### config.mk
export PLATFORM = sky130hd
export DESIGN_NAME = frame_bitmap_allocator
export DESIGN_NICKNAME = d
export VERILOG_FILES = /design/src/sv/fba_pkg.sv /design/src/sv/fba_ram.sv /design/src/sv/fba_word_find.sv /design/src/sv/frame_bitmap_allocator.sv
export SDC_FILE = /design/constraint.sdc
export NUM_CORES = 1
export LEC_CHECK = 0
export BUFFER_PORTS_ARGS = -buffer_cell sky130_fd_sc_hd__buf_4
export CORE_MARGIN = 1
export CORE_UTILIZATION = 35
export DETAILED_ROUTE_END_ITERATION = 10
export MAX_ROUTING_LAYER = met4
export PLACE_DENSITY = 0.5
export SLEW_MARGIN = 10
export SYNTH_ARGS = -nofsm -noshare
export SYNTH_HDL_FRONTEND = slang
export SYNTH_SLANG_ARGS = --single-unit
### constraint.sdc
create_clock -name clk -period 5.3 [get_ports clk]
set_clock_uncertainty 0.2 [all_clocks]
set_input_delay 1.06 -clock clk [delete_from_list [all_inputs] [get_ports clk]]
set_output_delay 1.06 -clock clk [all_outputs]
set_load 0.02 [all_outputs]
### src/sv/fba_pkg.sv
`default_nettype none
package fba_pkg;

  // Default geometry of the frame pool
  localparam int NUM_FRAMES_DEF  = 1024;
  localparam int FRAME_SHIFT_DEF = 12;

  // Bitmap word geometry
  localparam int WORD_BITS = 32;
  localparam int BIT_W     = 5;
  localparam int BND_W     = 11;

  // Command codes
  localparam logic CMD_ALLOC = 1'b0;
  localparam logic CMD_FREE  = 1'b1;

  // Register indexes
  localparam logic REG_BOUNDARY = 1'b0;

  typedef struct packed {
    logic        command;
    logic [31:0] frame_addr;
  } req_t;

  typedef struct packed {
    logic [31:0] granted_addr;
    logic        failed;
  } rsp_t;

  // Result of searching one bitmap word for a free frame
  typedef struct packed {
    logic             found;
    logic [BIT_W-1:0] bit_pos;
  } find_t;

endpackage
`default_nettype wire

### src/sv/fba_ram.sv
`default_nettype none
module fba_ram #(
  parameter int WIDTH = 32,
  parameter int DEPTH = 32
) (
  input  wire logic                                 clk,
  input  wire logic                                 we,
  input  wire logic [(DEPTH > 1 ? $clog2(DEPTH) : 1)-1:0] waddr,
  input  wire logic [WIDTH-1:0]                     wdata,
  input  wire logic [(DEPTH > 1 ? $clog2(DEPTH) : 1)-1:0] raddr,
  output logic      [WIDTH-1:0]                     rdata
);

  logic [WIDTH-1:0] mem [DEPTH];

  // Write port and registered read port
  always_ff @(posedge clk) begin
    if (we) begin
      mem[waddr] <= wdata;
    end
    rdata <= mem[raddr];
  end

endmodule
`default_nettype wire

### src/sv/fba_word_find.sv
`default_nettype none
module fba_word_find
  import fba_pkg::*;
(
  input  wire logic [WORD_BITS-1:0] word,
  input  wire logic [BIT_W-1:0]     lo,
  input  wire logic [BIT_W:0]       hi,
  output find_t                     res
);

  logic [WORD_BITS-1:0] free_bits;

  // Mark frames that are clear and inside the search window
  always_comb begin
    for (int b = 0; b < WORD_BITS; b++) begin
      free_bits[b] = !word[b] && (BIT_W'(b) >= lo) && ((BIT_W+1)'(b) < hi);
    end
  end

  // Pick the lowest free frame
  always_comb begin
    res.found   = |free_bits;
    res.bit_pos = '0;
    for (int b = WORD_BITS - 1; b >= 0; b--) begin
      if (free_bits[b]) begin
        res.bit_pos = BIT_W'(b);
      end
    end
  end

endmodule
`default_nettype wire

### src/sv/frame_bitmap_allocator.sv
// Free: an address outside the pool is answered from the transfer, else via the S_FREE write.
// Allocate: boundary past the end is answered from the transfer; else the scan runs from the
//   boundary's word to a free frame or the last word, one 32-bit word read per cycle.
// One command at a time; busy drops in the result cycle, which may take the next transfer.
//   Results cannot be stalled.
// Reset: synchronous; a clearing pass of ceil(NUM_FRAMES/32) words, busy high.
`default_nettype none
module frame_bitmap_allocator
  import fba_pkg::*;
#(
  parameter int NUM_FRAMES  = NUM_FRAMES_DEF,
  parameter int FRAME_SHIFT = FRAME_SHIFT_DEF
) (
  input  wire logic        clk,
  input  wire logic        rst,
  input  wire logic        start,
  output logic             busy,
  input  wire req_t        req,
  output logic             done,
  output rsp_t             rsp,
  input  wire logic        psel,
  input  wire logic        penable,
  input  wire logic        pwrite,
  input  wire logic [2:0]  paddr,
  input  wire logic [31:0] pwdata,
  output logic      [31:0] prdata,
  output logic             pready
);

  localparam int WORDS     = (NUM_FRAMES + WORD_BITS - 1) / WORD_BITS;
  localparam int WA        = (WORDS > 1) ? $clog2(WORDS) : 1;
  localparam int LAST_BITS = NUM_FRAMES - WORD_BITS * (WORDS - 1);
  localparam logic [WA-1:0]  LAST_WORD = WA'(WORDS - 1);
  localparam logic [BIT_W:0] FULL_HI   = (BIT_W+1)'(WORD_BITS);
  localparam logic [BIT_W:0] LAST_HI   = (BIT_W+1)'(LAST_BITS);

  localparam logic [1:0] S_CLEAR = 2'd0;
  localparam logic [1:0] S_IDLE  = 2'd1;
  localparam logic [1:0] S_SCAN  = 2'd2;
  localparam logic [1:0] S_FREE  = 2'd3;

  logic [1:0]       state;
  logic [1:0]       state_next;
  logic [BND_W-1:0] boundary;
  logic [WA-1:0]    chk;
  logic [WA-1:0]    start_word;
  logic [WA-1:0]    fword;
  logic [BIT_W-1:0] fbit;
  logic [WA-1:0]    clr;

  logic                 ram_we;
  logic [WA-1:0]        ram_waddr;
  logic [WORD_BITS-1:0] ram_wdata;
  logic [WA-1:0]        ram_raddr;
  logic [WORD_BITS-1:0] ram_rdata;

  logic        accept;
  logic [31:0] bnd_wide;
  logic        bnd_past_end;
  logic [31:0] free_idx;
  logic        free_in_range;
  logic [BIT_W-1:0] find_lo;
  logic [BIT_W:0]   find_hi;
  find_t            find;
  logic [31:0]      grant_idx;

  assign pready = 1'b1;
  assign busy   = (state != S_IDLE);
  assign accept = start && !busy;

  // Register file: one boundary register
  always_ff @(posedge clk) begin
    if (rst) begin
      boundary <= '0;
    end else if (psel && penable && pwrite && pready && paddr[2] == REG_BOUNDARY) begin
      boundary <= pwdata[BND_W-1:0];
    end
  end

  always_comb begin
    prdata = '0;
    if (paddr[2] == REG_BOUNDARY) begin
      prdata = 32'(boundary);
    end
  end

  // Decode the request
  assign bnd_wide      = 32'(boundary);
  assign bnd_past_end  = bnd_wide >= 32'(NUM_FRAMES);
  assign free_idx      = req.frame_addr >> FRAME_SHIFT;
  assign free_in_range = free_idx < 32'(NUM_FRAMES);

  // Search window inside the word under test
  assign find_lo = (chk == start_word) ? boundary[BIT_W-1:0] : '0;
  assign find_hi = (chk == LAST_WORD) ? LAST_HI : FULL_HI;

  fba_word_find u_find (
    .word (ram_rdata),
    .lo   (find_lo),
    .hi   (find_hi),
    .res  (find)
  );

  assign grant_idx = 32'({chk, find.bit_pos});

  // Sequencer: read address, write-back and next state
  always_comb begin
    state_next = state;
    ram_we     = 1'b0;
    ram_waddr  = chk;
    ram_wdata  = ram_rdata;
    ram_raddr  = chk + WA'(1);
    case (state)
      S_CLEAR: begin
        ram_we    = 1'b1;
        ram_waddr = clr;
        ram_wdata = '0;
        if (clr == LAST_WORD) begin
          state_next = S_IDLE;
        end
      end
      S_IDLE: begin
        if (accept && req.command == CMD_ALLOC && !bnd_past_end) begin
          ram_raddr  = bnd_wide[WA+BIT_W-1:BIT_W];
          state_next = S_SCAN;
        end else if (accept && req.command == CMD_FREE && free_in_range) begin
          ram_raddr  = free_idx[WA+BIT_W-1:BIT_W];
          state_next = S_FREE;
        end
      end
      S_SCAN: begin
        if (find.found) begin
          ram_we     = 1'b1;
          ram_wdata  = ram_rdata | (WORD_BITS'(1) << find.bit_pos);
          state_next = S_IDLE;
        end else if (chk == LAST_WORD) begin
          state_next = S_IDLE;
        end
      end
      S_FREE: begin
        ram_we     = 1'b1;
        ram_waddr  = fword;
        ram_wdata  = ram_rdata & ~(WORD_BITS'(1) << fbit);
        state_next = S_IDLE;
      end
      default: begin
        state_next = S_IDLE;
      end
    endcase
  end

  // Control registers
  always_ff @(posedge clk) begin
    if (rst) begin
      state <= S_CLEAR;
      clr   <= '0;
      done  <= 1'b0;
    end else begin
      state <= state_next;
      done  <= 1'b0;
      if (state == S_CLEAR) begin
        clr <= clr + WA'(1);
      end
      if (state == S_IDLE && accept) begin
        // Out-of-pool free and boundary past the end answer at once
        done <= (req.command == CMD_ALLOC) ? bnd_past_end : !free_in_range;
      end
      if (state == S_SCAN && (find.found || chk == LAST_WORD)) begin
        done <= 1'b1;
      end
      if (state == S_FREE) begin
        done <= 1'b1;
      end
    end
  end

  // Payload registers
  always_ff @(posedge clk) begin
    case (state)
      S_IDLE: begin
        rsp.granted_addr <= '0;
        rsp.failed       <= (req.command == CMD_ALLOC);
        chk              <= bnd_wide[WA+BIT_W-1:BIT_W];
        start_word       <= bnd_wide[WA+BIT_W-1:BIT_W];
        fword            <= free_idx[WA+BIT_W-1:BIT_W];
        fbit             <= free_idx[BIT_W-1:0];
      end
      S_SCAN: begin
        chk              <= chk + WA'(1);
        rsp.granted_addr <= find.found ? (grant_idx << FRAME_SHIFT) : '0;
        rsp.failed       <= !find.found;
      end
      S_FREE: begin
        rsp.granted_addr <= '0;
        rsp.failed       <= 1'b0;
      end
      default: begin
        rsp.granted_addr <= '0;
        rsp.failed       <= 1'b0;
      end
    endcase
  end

  fba_ram #(
    .WIDTH (WORD_BITS),
    .DEPTH (WORDS)
  ) u_bitmap (
    .clk   (clk),
    .we    (ram_we),
    .waddr (ram_waddr),
    .wdata (ram_wdata),
    .raddr (ram_raddr),
    .rdata (ram_rdata)
  );

  // A failed allocate never carries an address
  a_fail_zero: assert property (@(posedge clk) disable iff (rst)
    done && rsp.failed |-> rsp.granted_addr == '0)
    else $error("failed result with nonzero address");

  // Bitmap is written only by the clearing pass or a finishing command
  a_no_idle_write: assert property (@(posedge clk) disable iff (rst)
    state == S_IDLE |-> !ram_we)
    else $error("bitmap write while idle");

  // An in-pool free writes back on the following cycle
  a_free_wb: assert property (@(posedge clk) disable iff (rst)
    accept && req.command == CMD_FREE && free_in_range |=> ram_we && state == S_FREE)
    else $error("free did not write back");

  // The scan never runs past the last bitmap word
  a_scan_range: assert property (@(posedge clk) disable iff (rst)
    state == S_SCAN |-> chk <= LAST_WORD)
    else $error("scan word out of range");

endmodule
`default_nettype wire

==> run metrics <==
RD Place Congestion=approximately 0.93; CORE AREA=approximately 130000 um^2; R2R setup slack=around 0.28 ns; Worst Path Required=about 5.6 ns; CTS buffer count=roughly 120; hold worst-path end=boundary[9]$_SDFFE_PP0P_; Synth cell types=between 70 and 80; Hold/Removal Path Class=flop to flop; first-pass GRT wire length=just under 200 mm; synthesized flop and latch total=around 1100; Routed wire per std cell=25.18 um; Post-synth EDFFs=1044; Buf+Inv Stages, Crit Path=2; Worst R2R Start=chk[3]$_DFFE_PP_; worst hold path depth=2; clock sink total=~1100; Mean Syn Cell Area=approximately 13 um^2; outcome=finished clean; H-tree level count=3; postcts setup bufs=0; Vias=about 28000; Final TNS setup=0 ns; min Tclk post-route=around 5 ns; final wirelength=approximately 140 mm; worst reg2reg endpoint=u_bitmap.mem[2][31]$_DFFE_PP_; worst skew pair latency=around 0.73 ns; worst r2r path cells=11; Async S/R FF share, synth=0%; clock slew at reported path FFs=0.06 ns; Worst setup SP type=flop; CP Cell Sequence=xor2_2 -> nor3b_4 -> buf_4 -> a31oi_1 -> a311oi_4 -> nand4_4 -> o31ai_1 -> a21oi_2 -> and3_1 -> and2_2 -> buf_4; Mapped Cells=3468; area grow syn2layout=16.16%; max-cap viol count=0; Hold Violations, Final=0; HP Start=boundary[9]$_SDFFE_PP0P_; endpoints failing setup=0; vias per cell=roughly 5.3; PostCTS Resize Cnt=0; Most used DFF post-synth=edfxtp_1; slowest CP cell=and2_2; VDD IR max=~340 uV; # IOs=142; CTS max path bufs=3; Util after Layout=about two fifths; CTS tree=done; Final Cycle Share=94.67%; Initial Util=35.30%; post-synthesis cell area=45070 um^2; final net count=3701; Crit path depth=11; Post-DP HPWL=approximately 80 mm; critical path's largest stage delay=approximately 0.62 ns; worst-path fanout max=26; DRC viols=0; Lkg Pwr=0.01864 uW; share of cells above drive strength 1=around 14%; vias in the first global route=27560; fmax=about 200 MHz; Rel. slew slack=between 20% and 30%; clk root buf=clkbuf_16; antenna-violating nets left=0; row count=131; GRT Util Overall=a little over a fifth; total global routing overflow=0; PwrDens=421.2 nW/um^2; cell mode on critical path=buf_4; CP endpoint kind=flop; initial antenna violation count=2; drt initial violations=between 2000 and 2500; I/O Buffers=62; Slew Viols, Final=0; critical path arrival=around 5.3 ns; register area share after synthesis=~72%; RSZ-0062 raised after global routing=no; YS warnings=0; Worst Setup Path Type=flop to flop; Worst-Margin Slew=between 1 and 1.5 ns; Die Y=between 300 and 400 um; # hold bufs at CTS=0; DIE WIDTH=~360 um; CP top delay family=compound AO/OA/AOI/OAI gates; DR pass1 iterations=8; die area=130200 um^2; largest net degree at the start of global routing=between 60 and 70
[cells in the final DEF (no fill, tap or decap), drive strengths merged, types with 44 or more instances in the layout]
| cell type | Yosys | routed |
|---|---|---|
| o22ai | 64 | 64 |
| buf | 117 | 237 |
| mux2i | 162 | 162 |
| dfxtp | 62 | 62 |
| edfxtp | 1044 | 1044 |
| nand2 | 817 | 817 |
| nor2 | 64 | 64 |
| nand3 | 264 | 264 |
| conb | 2 | 44 |
| o21ai | 95 | 95 |
| a21oi | 257 | 257 |
| clkbuf | 129 | 149 |
| clkinv | 2 | 59 |
| nor3 | 74 | 74 |
[logic make-up after synthesis]
logic type	synth area share, %
XOR/XNOR	0.2443
multiplexers	3.648
other	0.01666
AO/OA/AOI/OAI	6.610
AND/OR/NAND/NOR	14.14
buffers and inverters	2.815
adder cells (fa/ha/maj)	0.2221
flip-flops	72.31
[Yosys cell counts, drive strengths merged (8+ instances only)]
cell | number | share of area [%]
and3 | 10 | 0.14
nor4 | 37 | 0.61
nor4b | 8 | 0.22
nor2b | 20 | 0.28
buf | 117 | 1.6
and2 | 28 | 0.39
a31oi | 32 | 0.49
nand4 | 9 | 0.16
nand3 | 264 | 3.0
nor2 | 64 | 0.53
clkbuf | 129 | 1.1
or4 | 32 | 0.53
nor3 | 74 | 0.84
mux2i | 162 | 3.6
nand2b | 12 | 0.18
nand2 | 817 | 6.8
ha | 8 | 0.22
a21oi | 257 | 2.9
o21ai | 95 | 1.1
dfxtp | 62 | 2.8
a221oi | 8 | 0.25
o22ai | 64 | 0.89
edfxtp | 1044 | 70
inv | 18 | 0.15
[sequential cells by signal, indices dropped and copies added, names as in the netlist]
name and count:
state 2, fword 5, clr 5, u_bitmap.rdata 32
fbit 5, start_word 5, boundary 11, chk 5
done 1, u_bitmap.mem 1024, rsp 11
[where the power goes]
part	switching (uW)	total [uW]	internal (uW)
logic	2800	3890	1090
registers	260	10500	10200
clock network	3390	7660	4270
total	6440	22100	15600
[layer usage]
layer | global-route usage, % | routed length [um] | vias to the layer above
met5 | - | 0 | -
met4 | 5.582 | 2783 | 0
met3 | 2.630 | 7013 | 171
met2 | 33.70 | 64450 | 852
met1 | 28.60 | 61180 | 14440
li1 | - | - | 13030
[through the flow]
step	hold slack, ns	setup slack [ns]	total power, uW	instance area [um^2]	std cells
after CTS	0.2837	0.3707	22200	52350	5378
final	0.3261	0.2823	22050	52360	5379
after floorplan	0.2535	0.7452	12800	45230	3510
after global routing	0.3104	0.1892	22850	52360	5379
after detailed placement	0.3129	0.2764	14570	48810	5163
after global placement	0.3032	0.2853	14550	48810	5163
[worst max path at each step]
stage / startpoint / endpoint / slack, ns
after floorplan: chk[0]$_DFFE_PP_ / u_bitmap.mem[0][24]$_DFFE_PP_ / 0.75
after global placement: req[28] / u_bitmap.rdata[13]$_DFF_P_ / 0.29
after detailed placement: req[28] / u_bitmap.rdata[11]$_DFF_P_ / 0.28
final: chk[3]$_DFFE_PP_ / u_bitmap.mem[2][31]$_DFFE_PP_ / 0.28
after global routing: chk[3]$_DFFE_PP_ / u_bitmap.mem[2][31]$_DFFE_PP_ / 0.19
after CTS: chk[3]$_DFFE_PP_ / u_bitmap.mem[2][31]$_DFFE_PP_ / 0.37
[final cells by class]
class | instances | area, um^2
Timing Repair Buffer | 237 | 2230
Multi-Input combinational cell | 2138 | 11830
Clock buffer | 149 | 3068
Tap cell | 1662 | 2079
Sequential cell | 1106 | 32590
Antenna cell | 1 | 2.502
Clock inverter | 66 | 479.2
Fill cell | 11780 | 75330
Inverter | 20 | 75.07
[worst register-to-register path: cells and delay by family, from the launching register on]
kind / cells / cell delay (ns)
flip-flops: 1 / 0.52
AO/OA/AOI/OAI: 4 / 1.69
buffers and inverters: 2 / 0.65
AND/OR/NAND/NOR: 4 / 1.48
XOR/XNOR: 1 / 0.23
Note: power is estimated with default switching activity, not from simulation.
